$ cat src/rtl/core/mbc_pkg.sv
// Shared constants, codes and types of the mirrored-border line convolution block.
package mbc_pkg;

    // Block parameters
    localparam int MAX_RADIUS    = 15;
    localparam int SAMPLE_BITS   = 16;
    localparam int TAP_FRAC_BITS = 16;

    // Port field widths
    localparam int TAP_W      = 24;
    localparam int SAMPLE_W   = 16;
    localparam int OUT_W      = 24;
    localparam int RADIUS_W   = 4;
    localparam int TAP_IDX_W  = 4;
    localparam int STATUS_W   = 2;
    localparam int CFG_IDX_W  = 1;
    localparam int CFG_DATA_W = 4;

    // Line sample counter, saturating
    localparam int              CNT_W     = 6;
    localparam logic [CNT_W-1:0] COUNT_MAX = '1;

    // Derived sizes
    localparam int TAP_AW    = $clog2(MAX_RADIUS + 1);
    localparam int WIN_AW    = $clog2(2 * MAX_RADIUS + 2);
    localparam int WIN_DEPTH = 1 << WIN_AW;
    localparam int PAIR_W    = SAMPLE_BITS + 1;
    localparam int PROD_W    = TAP_W + PAIR_W;
    localparam int ACC_W     = PROD_W + TAP_AW;
    localparam int OUT_MAX   = (2 ** (OUT_W - 1)) - 1;
    localparam int OUT_MIN   = -(2 ** (OUT_W - 1));
    localparam int ROUND_HALF = 1 << (TAP_FRAC_BITS - 1);

    localparam logic [RADIUS_W-1:0] RADIUS_RESET = RADIUS_W'(1);

    // Request function codes
    localparam logic FUNC_TAP    = 1'b0;
    localparam logic FUNC_SAMPLE = 1'b1;

    // Configuration register indexes
    localparam logic [CFG_IDX_W-1:0] REG_RADIUS   = 1'b0;
    localparam logic [CFG_IDX_W-1:0] REG_ODD_MODE = 1'b1;

    // Result status codes
    localparam logic [STATUS_W-1:0] ST_OK    = 2'd0;
    localparam logic [STATUS_W-1:0] ST_SAT   = 2'd1;
    localparam logic [STATUS_W-1:0] ST_SHORT = 2'd2;

    typedef enum logic [2:0] {
        S_IDLE,
        S_RUN,
        S_WAIT,
        S_EMIT,
        S_SHORT
    } ctrl_state_t;

    // One tap issued to the MAC, aligned with the window read data
    typedef struct packed {
        logic                    vld;
        logic                    first;
        logic                    last;
        logic                    odd;
        logic signed [TAP_W-1:0] tap;
    } issue_t;

    // Finished output from the MAC
    typedef struct packed {
        logic                    vld;
        logic signed [OUT_W-1:0] filtered;
        logic                    sat;
    } mac_res_t;

    // Window memory write and read ports
    typedef struct packed {
        logic                   we;
        logic [WIN_AW-1:0]      addr;
        logic [SAMPLE_BITS-1:0] data;
    } win_wr_t;

    typedef struct packed {
        logic [WIN_AW-1:0] addr_a;
        logic [WIN_AW-1:0] addr_b;
    } win_rd_t;

endpackage

$ cat src/rtl/core/mbc_if.sv
// Request and result channel interfaces of the line convolution block.
interface mbc_item_if;
    import mbc_pkg::*;

    logic                        valid;
    logic                        ready;
    logic                        func;
    logic [TAP_IDX_W-1:0]        tap_index;
    logic signed [TAP_W-1:0]     tap_value;
    logic signed [SAMPLE_W-1:0]  sample;
    logic                        end_of_line;

    modport source (
        output valid, func, tap_index, tap_value, sample, end_of_line,
        input  ready
    );
    modport sink (
        input  valid, func, tap_index, tap_value, sample, end_of_line,
        output ready
    );
    modport monitor (
        input valid, ready, func, tap_index, tap_value, sample, end_of_line
    );
endinterface

interface mbc_result_if;
    import mbc_pkg::*;

    logic                     valid;
    logic                     ready;
    logic signed [OUT_W-1:0]  filtered;
    logic [STATUS_W-1:0]      status;
    logic                     line_done;
    logic                     last_of_run;

    modport source (
        output valid, filtered, status, line_done, last_of_run,
        input  ready
    );
    modport sink (
        input  valid, filtered, status, line_done, last_of_run,
        output ready
    );
    modport monitor (
        input valid, ready, filtered, status, line_done, last_of_run
    );
endinterface

$ cat src/rtl/core/mbc_ram.sv
// Generic synchronous RAM: one write port, two registered read ports.
module mbc_ram #(
    parameter int WIDTH = 16,
    parameter int DEPTH = 32
) (
    input  logic                     clk,
    input  logic                     we,
    input  logic [$clog2(DEPTH)-1:0] waddr,
    input  logic [WIDTH-1:0]         wdata,
    input  logic [$clog2(DEPTH)-1:0] raddr_a,
    output logic [WIDTH-1:0]         rdata_a,
    input  logic [$clog2(DEPTH)-1:0] raddr_b,
    output logic [WIDTH-1:0]         rdata_b
);
    logic [WIDTH-1:0] mem [DEPTH];
    logic [WIDTH-1:0] rdata_a_reg;
    logic [WIDTH-1:0] rdata_b_reg;

    always_ff @(posedge clk)
    begin
        if (we)
        begin
            mem[waddr] <= wdata;
        end
        rdata_a_reg <= mem[raddr_a];
        rdata_b_reg <= mem[raddr_b];
    end

    assign rdata_a = rdata_a_reg;
    assign rdata_b = rdata_b_reg;
endmodule

$ cat src/rtl/core/mbc_mac.sv
// Shared multiply-accumulate with rounding and saturation of each output.
module mbc_mac (
    input  logic                            clk,
    input  logic                            rst_n,
    input  mbc_pkg::issue_t                 iss,
    input  logic [mbc_pkg::SAMPLE_BITS-1:0] rdata_a,
    input  logic [mbc_pkg::SAMPLE_BITS-1:0] rdata_b,
    output mbc_pkg::mac_res_t               res
);
    import mbc_pkg::*;

    logic signed [SAMPLE_BITS-1:0] sr;
    logic signed [SAMPLE_BITS-1:0] sl;
    logic signed [PAIR_W-1:0]      pair;
    logic signed [PROD_W-1:0]      prod_next;
    logic signed [PROD_W-1:0]      prod_reg;
    logic                          prod_vld_reg;
    logic                          prod_first_reg;
    logic                          prod_last_reg;
    logic signed [ACC_W-1:0]       acc_next;
    logic signed [ACC_W-1:0]       acc_reg;
    logic                          acc_done_reg;
    logic signed [ACC_W:0]         rnd;
    logic signed [ACC_W:0]         shifted;
    logic                          res_vld_reg;
    logic signed [OUT_W-1:0]       res_filtered_reg;
    logic                          res_sat_reg;
    logic signed [OUT_W-1:0]       filtered_next;
    logic                          sat_next;

    // Pair forming and product: the centre tap takes the sample alone
    assign sr = rdata_a;
    assign sl = rdata_b;

    always_comb
    begin
        if (iss.first)
        begin
            pair = PAIR_W'(sr);
        end
        else if (iss.odd)
        begin
            pair = PAIR_W'(sr) - PAIR_W'(sl);
        end
        else
        begin
            pair = PAIR_W'(sr) + PAIR_W'(sl);
        end
        prod_next = PROD_W'(iss.tap) * PROD_W'(pair);
    end

    // Accumulate
    assign acc_next = prod_first_reg ? ACC_W'(prod_reg) : acc_reg + ACC_W'(prod_reg);

    // Round half up, drop the fraction, saturate
    always_comb
    begin
        rnd     = (ACC_W + 1)'(acc_reg) + (ACC_W + 1)'(ROUND_HALF);
        shifted = rnd >>> TAP_FRAC_BITS;
        if (shifted > (ACC_W + 1)'(OUT_MAX))
        begin
            filtered_next = OUT_W'(OUT_MAX);
            sat_next      = 1'b1;
        end
        else if (shifted < (ACC_W + 1)'(OUT_MIN))
        begin
            filtered_next = OUT_W'(OUT_MIN);
            sat_next      = 1'b1;
        end
        else
        begin
            filtered_next = shifted[OUT_W-1:0];
            sat_next      = 1'b0;
        end
    end

    // Stage valids
    always_ff @(posedge clk or negedge rst_n)
    begin
        if (!rst_n)
        begin
            prod_vld_reg <= 1'b0;
            acc_done_reg <= 1'b0;
            res_vld_reg  <= 1'b0;
        end
        else
        begin
            prod_vld_reg <= iss.vld;
            acc_done_reg <= prod_vld_reg && prod_last_reg;
            res_vld_reg  <= acc_done_reg;
        end
    end

    // Datapath registers
    always_ff @(posedge clk)
    begin
        prod_reg       <= prod_next;
        prod_first_reg <= iss.first;
        prod_last_reg  <= iss.last;
        if (prod_vld_reg)
        begin
            acc_reg <= acc_next;
        end
        if (acc_done_reg)
        begin
            res_filtered_reg <= filtered_next;
            res_sat_reg      <= sat_next;
        end
    end

    assign res.vld      = res_vld_reg;
    assign res.filtered = res_filtered_reg;
    assign res.sat      = res_sat_reg;
endmodule

$ cat src/rtl/core/mbc_ctrl.sv
// Sequencer: configuration, tap store, window addressing and result register.
module mbc_ctrl (
    input  logic                           clk,
    input  logic                           rst_n,
    input  logic                           cfg_we,
    input  logic [mbc_pkg::CFG_IDX_W-1:0]  cfg_index,
    input  logic [mbc_pkg::CFG_DATA_W-1:0] cfg_data,
    mbc_item_if.sink                       item,
    mbc_result_if.source                   result,
    output mbc_pkg::win_wr_t               win_wr,
    output mbc_pkg::win_rd_t               win_rd,
    output mbc_pkg::issue_t                iss,
    input  mbc_pkg::mac_res_t              mac_res
);
    import mbc_pkg::*;

    ctrl_state_t state_reg, state_next;

    logic [RADIUS_W-1:0]     radius_reg;
    logic                    odd_reg;
    logic signed [TAP_W-1:0] taps_reg [MAX_RADIUS + 1];

    logic [CNT_W-1:0]  line_cnt_reg, line_cnt_next;
    logic [CNT_W-1:0]  run_cnt_reg, run_cnt_next;
    logic [WIN_AW-1:0] wp_reg, wp_next;
    logic [TAP_AW-1:0] d_reg, d_next;
    logic [TAP_AW-1:0] i_reg, i_next;
    logic              eol_reg, eol_next;
    issue_t            iss_reg, iss_next;

    logic                    out_vld_reg, out_vld_next;
    logic signed [OUT_W-1:0] out_filtered_reg, out_filtered_next;
    logic [STATUS_W-1:0]     out_status_reg, out_status_next;
    logic                    out_line_done_reg, out_line_done_next;
    logic                    out_last_reg, out_last_next;
    logic                    load_out;
    logic                    out_free;

    logic [TAP_AW-1:0] r_eff;
    logic [CNT_W-1:0]  cnt_inc;
    logic              accept;
    logic [TAP_AW-1:0] ra;
    logic [CNT_W-1:0]  pos_sum;
    logic [CNT_W-1:0]  cm1;
    logic [CNT_W:0]    la;

    assign r_eff    = (int'(radius_reg) > MAX_RADIUS) ? TAP_AW'(MAX_RADIUS)
                                                      : TAP_AW'(radius_reg);
    assign cnt_inc  = (line_cnt_reg < COUNT_MAX) ? line_cnt_reg + 1'b1 : line_cnt_reg;
    assign accept   = item.valid && item.ready;
    assign out_free = !out_vld_reg || result.ready;

    // Window addresses of the right and left partners of tap i around centre d.
    // Both borders reflect without repeating the edge sample.
    always_comb
    begin
        ra      = (d_reg >= i_reg) ? d_reg - i_reg : i_reg - d_reg;
        pos_sum = CNT_W'(d_reg) + CNT_W'(i_reg);
        cm1     = run_cnt_reg - 1'b1;
        if (pos_sum <= cm1)
        begin
            la = {1'b0, pos_sum};
        end
        else
        begin
            la = {cm1, 1'b0} - {1'b0, pos_sum};
        end
        win_rd.addr_a = wp_reg - WIN_AW'(ra);
        win_rd.addr_b = wp_reg - la[WIN_AW-1:0];
    end

    // Samples are written only in IDLE, reads happen only in RUN: no overlap
    assign win_wr.we   = accept && (item.func == FUNC_SAMPLE);
    assign win_wr.addr = wp_reg + 1'b1;
    assign win_wr.data = SAMPLE_BITS'(item.sample);

    // Next state and outputs
    always_comb
    begin
        state_next         = state_reg;
        line_cnt_next      = line_cnt_reg;
        run_cnt_next       = run_cnt_reg;
        wp_next            = wp_reg;
        d_next             = d_reg;
        i_next             = i_reg;
        eol_next           = eol_reg;
        iss_next           = '0;
        load_out           = 1'b0;
        out_filtered_next  = out_filtered_reg;
        out_status_next    = out_status_reg;
        out_line_done_next = out_line_done_reg;
        out_last_next      = out_last_reg;

        unique case (state_reg)
            S_IDLE:
            begin
                if (item.valid && item.func == FUNC_SAMPLE)
                begin
                    wp_next      = wp_reg + 1'b1;
                    run_cnt_next = cnt_inc;
                    d_next       = r_eff;
                    i_next       = '0;
                    eol_next     = item.end_of_line;
                    if (item.end_of_line)
                    begin
                        line_cnt_next = '0;
                        state_next    = (cnt_inc > CNT_W'(r_eff)) ? S_RUN : S_SHORT;
                    end
                    else
                    begin
                        line_cnt_next = cnt_inc;
                        if (cnt_inc > CNT_W'(r_eff))
                        begin
                            state_next = S_RUN;
                        end
                    end
                end
            end
            S_RUN:
            begin
                iss_next.vld   = 1'b1;
                iss_next.first = (i_reg == '0);
                iss_next.last  = (i_reg == r_eff);
                iss_next.odd   = odd_reg;
                iss_next.tap   = taps_reg[i_reg];
                if (i_reg == r_eff)
                begin
                    state_next = S_WAIT;
                end
                else
                begin
                    i_next = i_reg + 1'b1;
                end
            end
            S_WAIT:
            begin
                if (mac_res.vld)
                begin
                    state_next = S_EMIT;
                end
            end
            S_EMIT:
            begin
                if (out_free)
                begin
                    load_out           = 1'b1;
                    out_filtered_next  = mac_res.filtered;
                    out_status_next    = mac_res.sat ? ST_SAT : ST_OK;
                    out_line_done_next = eol_reg && (d_reg == '0);
                    out_last_next      = !eol_reg || (d_reg == '0);
                    if (!eol_reg || d_reg == '0)
                    begin
                        state_next = S_IDLE;
                    end
                    else
                    begin
                        d_next     = d_reg - 1'b1;
                        i_next     = '0;
                        state_next = S_RUN;
                    end
                end
            end
            S_SHORT:
            begin
                if (out_free)
                begin
                    load_out           = 1'b1;
                    out_filtered_next  = '0;
                    out_status_next    = ST_SHORT;
                    out_line_done_next = 1'b1;
                    out_last_next      = 1'b1;
                    state_next         = S_IDLE;
                end
            end
            default:
            begin
                state_next = S_IDLE;
            end
        endcase

        out_vld_next = load_out || (out_vld_reg && !result.ready);
    end

    // Control registers, configuration and tap store
    always_ff @(posedge clk or negedge rst_n)
    begin
        if (!rst_n)
        begin
            state_reg    <= S_IDLE;
            radius_reg   <= RADIUS_RESET;
            odd_reg      <= 1'b0;
            line_cnt_reg <= '0;
            run_cnt_reg  <= '0;
            wp_reg       <= '0;
            d_reg        <= '0;
            i_reg        <= '0;
            eol_reg      <= 1'b0;
            iss_reg      <= '0;
            out_vld_reg  <= 1'b0;
            for (int k = 0; k <= MAX_RADIUS; k++)
            begin
                taps_reg[k] <= '0;
            end
        end
        else
        begin
            state_reg    <= state_next;
            line_cnt_reg <= line_cnt_next;
            run_cnt_reg  <= run_cnt_next;
            wp_reg       <= wp_next;
            d_reg        <= d_next;
            i_reg        <= i_next;
            eol_reg      <= eol_next;
            iss_reg      <= iss_next;
            out_vld_reg  <= out_vld_next;
            if (cfg_we)
            begin
                unique case (cfg_index)
                    REG_RADIUS:   radius_reg <= cfg_data;
                    REG_ODD_MODE: odd_reg    <= cfg_data[0];
                    default:      radius_reg <= radius_reg;
                endcase
            end
            // Tap writes past the store are dropped
            if (accept && item.func == FUNC_TAP && int'(item.tap_index) <= MAX_RADIUS)
            begin
                taps_reg[TAP_AW'(item.tap_index)] <= item.tap_value;
            end
        end
    end

    // Result payload
    always_ff @(posedge clk)
    begin
        if (load_out)
        begin
            out_filtered_reg  <= out_filtered_next;
            out_status_reg    <= out_status_next;
            out_line_done_reg <= out_line_done_next;
            out_last_reg      <= out_last_next;
        end
    end

    assign item.ready         = (state_reg == S_IDLE);
    assign iss                = iss_reg;
    assign result.valid       = out_vld_reg;
    assign result.filtered    = out_filtered_reg;
    assign result.status      = out_status_reg;
    assign result.line_done   = out_line_done_reg;
    assign result.last_of_run = out_last_reg;
endmodule

$ cat src/rtl/core/mirrored_border_line_convolution_top.sv
// A sample that completes an output sends each tap through the issue register, window
// read, product register and accumulator, then the rounded and sequencer result registers;
// an end-of-line flush repeats this per further output. A tap write or a sample completing
// nothing leaves the block ready; other samples hold off new requests until their last
// result is loaded. Reset: taps clear to zero, radius to 1, odd_mode to 0, line count to
// zero; the window memory is not cleared and needs no clearing pass.
module mirrored_border_line_convolution_top (
    input  logic                           clk,
    input  logic                           rst_n,
    input  logic                           cfg_we,
    input  logic [mbc_pkg::CFG_IDX_W-1:0]  cfg_index,
    input  logic [mbc_pkg::CFG_DATA_W-1:0] cfg_data,
    mbc_item_if.sink                       item,
    mbc_result_if.source                   result
);
    import mbc_pkg::*;

    win_wr_t                win_wr;
    win_rd_t                win_rd;
    issue_t                 iss;
    mac_res_t               mac_res;
    logic [SAMPLE_BITS-1:0] rdata_a;
    logic [SAMPLE_BITS-1:0] rdata_b;

    // Sequencer
    mbc_ctrl u_ctrl (
        .clk       (clk),
        .rst_n     (rst_n),
        .cfg_we    (cfg_we),
        .cfg_index (cfg_index),
        .cfg_data  (cfg_data),
        .item      (item),
        .result    (result),
        .win_wr    (win_wr),
        .win_rd    (win_rd),
        .iss       (iss),
        .mac_res   (mac_res)
    );

    // Sample window ring buffer
    mbc_ram #(
        .WIDTH (SAMPLE_BITS),
        .DEPTH (WIN_DEPTH)
    ) u_window (
        .clk     (clk),
        .we      (win_wr.we),
        .waddr   (win_wr.addr),
        .wdata   (win_wr.data),
        .raddr_a (win_rd.addr_a),
        .rdata_a (rdata_a),
        .raddr_b (win_rd.addr_b),
        .rdata_b (rdata_b)
    );

    // Multiply-accumulate
    mbc_mac u_mac (
        .clk     (clk),
        .rst_n   (rst_n),
        .iss     (iss),
        .rdata_a (rdata_a),
        .rdata_b (rdata_b),
        .res     (mac_res)
    );
endmodule

$ cat src/flat_wrapper.sv
// flat-port wrapper written by rule: the top's interface ports become plain ports
module mirrored_border_line_convolution_top_flat import mbc_pkg::*;
  (clk, rst_n, cfg_we, cfg_index, cfg_data, item_valid, item_func, item_tap_index, item_tap_value, item_sample, item_end_of_line, item_ready, result_valid, result_filtered, result_status, result_line_done, result_last_of_run, result_ready);
  mbc_item_if item_i ();
  mbc_result_if result_i ();
  input  logic clk;
  input  logic rst_n;
  input  logic cfg_we;
  input  logic [mbc_pkg::CFG_IDX_W-1:0] cfg_index;
  input  logic [mbc_pkg::CFG_DATA_W-1:0] cfg_data;
  input wire logic [$bits(item_i.valid)-1:0] item_valid;
  input wire logic [$bits(item_i.func)-1:0] item_func;
  input wire logic [$bits(item_i.tap_index)-1:0] item_tap_index;
  input wire logic [$bits(item_i.tap_value)-1:0] item_tap_value;
  input wire logic [$bits(item_i.sample)-1:0] item_sample;
  input wire logic [$bits(item_i.end_of_line)-1:0] item_end_of_line;
  output wire logic [$bits(item_i.ready)-1:0] item_ready;
  output wire logic [$bits(result_i.valid)-1:0] result_valid;
  output wire logic [$bits(result_i.filtered)-1:0] result_filtered;
  output wire logic [$bits(result_i.status)-1:0] result_status;
  output wire logic [$bits(result_i.line_done)-1:0] result_line_done;
  output wire logic [$bits(result_i.last_of_run)-1:0] result_last_of_run;
  input wire logic [$bits(result_i.ready)-1:0] result_ready;
  assign item_i.valid = item_valid;
  assign item_i.func = item_func;
  assign item_i.tap_index = item_tap_index;
  assign item_i.tap_value = item_tap_value;
  assign item_i.sample = item_sample;
  assign item_i.end_of_line = item_end_of_line;
  assign item_ready = item_i.ready;
  assign result_valid = result_i.valid;
  assign result_filtered = result_i.filtered;
  assign result_status = result_i.status;
  assign result_line_done = result_i.line_done;
  assign result_last_of_run = result_i.last_of_run;
  assign result_i.ready = result_ready;
  mirrored_border_line_convolution_top u_core (.clk(clk), .rst_n(rst_n), .cfg_we(cfg_we), .cfg_index(cfg_index), .cfg_data(cfg_data), .item(item_i), .result(result_i));
endmodule
$ cat config.mk
export PLATFORM = sky130hd
export DESIGN_NAME = mirrored_border_line_convolution_top_flat
export DESIGN_NICKNAME = d
export VERILOG_FILES = /design/src/rtl/core/mbc_pkg.sv /design/src/rtl/core/mbc_if.sv /design/src/rtl/core/mbc_ram.sv /design/src/rtl/core/mbc_mac.sv /design/src/rtl/core/mbc_ctrl.sv /design/src/rtl/core/mirrored_border_line_convolution_top.sv /design/src/flat_wrapper.sv
export SDC_FILE = /design/constraint.sdc
export NUM_CORES = 2
export LEC_CHECK = 0
export BUFFER_PORTS_ARGS = -buffer_cell sky130_fd_sc_hd__buf_2
export CAP_MARGIN = 20
export CORE_ASPECT_RATIO = 1.25
export CORE_MARGIN = 1.5
export CORE_UTILIZATION = 40
export DETAILED_ROUTE_END_ITERATION = 10
export SLEW_MARGIN = 30
export SYNTH_ARGS = -nofsm -noshare
export SYNTH_HDL_FRONTEND = slang
export SYNTH_SLANG_ARGS = --single-unit
$ cat constraint.sdc
create_clock -name clk -period 16.9 [get_ports clk]
set_input_delay 3.38 -clock clk [delete_from_list [all_inputs] [get_ports clk]]
set_output_delay 3.38 -clock clk [all_outputs]
set_load 0.005 [all_outputs]
==> summary.md <==
| Metric | Value |
|---|---|
| Number of synthesized register bits | 1,135 |
| Core Box Area | 0.170 mm^2 |
| EDFF count, synth | 610 |
| Endpoints failing setup | 0 |
| DR pass1 iterations | 5 |
| Post-synthesis sequential area ratio | 45.3% |
| Final core occ | 44.5% |
| Final ANT Viol Nets | 0 |
| Tot GR Track Use | 19.7% |
| Worst EP required | 17,510 ps |
| Crit Path Class | flip-flop to flip-flop |
| H-tree depth | 3 |
| Largest stage delay, worst path | 660 ps |
| Initial Utilization | 40.4% |
| Clock sinks | 1,135 |
| CTS clk-pin slew, worst paths | 60 ps |
| Max clock buf depth | 3 |
| Drt total wl | 170,000 um |
| Ys Warns | 0 |
| Final hold slack | 349 ps |
| Area added between synthesis and finish | 10.2% |
| First DRT Iteration DRCs | 2,887 |
| Layout Nets | 5,753 |
| Post-synthesis cell count | 5,061 |
| Pre-CTS setup slack | 7630 ps |
| Worst reg2reg setup slack | 7650 ps |
| Vias in the first global route | 43,200 |
| Worst min path class | flip-flop to flip-flop |
| F_max | 108 MHz |
| Worst slew pin tran | 941 ps |
| Outcome | finished, final reports clean |
| CP Max Fanout | 24 |
| PnR worst setup slack | 7650 ps |
| Grt ovf | 0 |
| Synthesized area | 0.0686 mm^2 |
| Post-layout min period | 9250 ps |
| Root Buffer | clkbuf_16 |
| Die Y | 466 um |
| Site Rows | 169 |
| CP dominant cell by count | fa_1 |
| Hold Vio Cnt, Final | 0 |
| Worst Clk Skew | 62.2 ps |
| CP endpoint kind | flip-flop |
| Number of fill cells | 15,300 |
| Port bufs | 85 |
| IO Count | 86 |
| Fraction of layout cells with a size suffix above 1 | 24.7% |
| Vias/cell | 5.50 |
| First-pass GRT wire length | 263,000 um |
| CTS tree | done |
| Startpoint types | flip-flop |
| # Post-CTS Setup Buffers | 0 |
| Max Cap Viol | 0 |
| Post-CTS Resized | 0 |
| CTS Hold Buffers Added | 0 |
| Die width | 373 um |
| DIE AREA | 0.174 mm^2 |
| Slowest cell on crit path | dfrtp_1 |
| Average instance area after synthesis | 13.6 um^2 |
| Count of pins over their slew limit | 0 |
| Final period utilization | 54.7% |
| Primary FF master, synth | edfxtp_1 |
| Syn Nets | 5,727 |
| Clk Latency, worst-skew pair | 790 ps |
| Crit path arrival time | 9870 ps |
| Fraction of registers with async set/reset | 39.6% |
| Sum of negative setup slack | 0 ps |
| Largest register FFs | 512 |
| Unrepaired setup endpoints after global routing | no |
| Vias | 40,800 |
| Count of cell types in the netlist | 86 |
| Routability-driven placement congestion ratio | 0.839 |
| # DRC | 0 |
| Largest net degree at the start of global routing | 129 |
| Antenna violations before repair | 16 |
| Slew headroom | 37.2% |
| Routed len/inst | 22.9 um |
| HPWL after DPL | 112,000 um |
| TritonCTS Buffers | 114 |
-- worst max-delay path: cells and delay by family, from the launching register on --
kind                     cells  cell delay [ps]
adder cells (fa/ha/maj)      8             3630
AO/OA/AOI/OAI                7             2400
AND/OR/NAND/NOR              7             1510
flip-flops                   1              660
multiplexers                 1              420
XOR/XNOR                     2              300
buffers and inverters        4              220
-- placed cells by master, fill, tap and decap left out, types with 93 or more instances in the layout --
cell type,Yosys,final
ha_1,201,200
and2_1,210,210
fa_1,409,408
o21ai_0,142,135
mux2_2,408,408
nor2_1,157,127
nand2_1,393,392
xnor2_1,106,103
a21oi_1,116,116
edfxtp_1,610,610
clkbuf_16,0,115
buf_4,4,93
dfrtp_1,449,445
inv_1,527,527
mux4_2,408,408
-- cell type report --
type	instances	area (um^2)	area share, %
well taps	2223	2780	3.68
inverters	529	1990	2.62
clock inverters	47	474	0.627
clock buffers	168	3250	4.30
multi-input cells	3120	34800	45.9
repair buffers	187	1300	1.72
flip-flops and latches	1135	31100	41.1
diodes	4	10.0	0.0132
-- final timing paths --
check                                       from                     endpoint  depth (start not counted)
min in group asynchronous                  rst_n  u_core.u_ctrl.taps_reg[340]                          1
max reg2reg                u_core.u_ctrl.iss[24]    u_core.u_mac.prod_reg[38]                         29
max                        u_core.u_ctrl.iss[24]    u_core.u_mac.prod_reg[38]                         29
min                        u_core.u_ctrl.iss[27]    u_core.u_mac.prod_vld_reg                          0
min reg2reg                u_core.u_ctrl.iss[27]    u_core.u_mac.prod_vld_reg                          0
max in group asynchronous                  rst_n   u_core.u_ctrl.taps_reg[69]                          3
-- logic make-up (layout without fill, tap and decap cells) --
kind of cell,after synthesis,in the layout,synth area share [%]
buffers and inverters,806,931,4.47
flip-flops,1135,1135,45.3
other,0,4,0
multiplexers,890,890,21.2
AO/OA/AOI/OAI,486,486,4.54
AND/OR/NAND/NOR,976,976,6.87
adder cells (fa/ha/maj),610,610,15.6
XOR/XNOR,158,158,2.06
-- Yosys cell counts, drive strengths merged (25+ instances only) --
cell type	instances	area, um^2
a22o	34	298
fa	409	8190
xnor2	108	972
nor2	157	589
dfxtp	75	1500
xor2	50	438
ha	201	2510
mux4	408	9190
o21ai	152	761
a21o	50	375
dfrtp	449	11200
nand3	57	285
and2	210	1310
inv	529	1990
a21oi	117	589
mux2	408	4590
nand4	25	163
mux2i	74	741
buf	65	285
nand2	393	1480
clkbuf	212	796
nor3	29	155
edfxtp	610	18300
-- metrics by stage --
step	area, um^2	cells
global route	75600	7411
CTS	75500	7404
global placement	71800	7189
floorplan	68600	5061
finish	75700	7413
detailed placement	71800	7189
-- routing by layer --
layer  global-route usage (%)  vias up  share of wire [%]
met2                     34.3     1060                 50
met3                     2.46      321                5.0
met4                     6.69       16                3.2
li1                         -    18100                  -
met1                     25.4    21300                 42
met5                        0        -              0.061
Power is not shown: default switching activity piles up to over one toggle a cycle in this logic, so the estimate is an artifact.
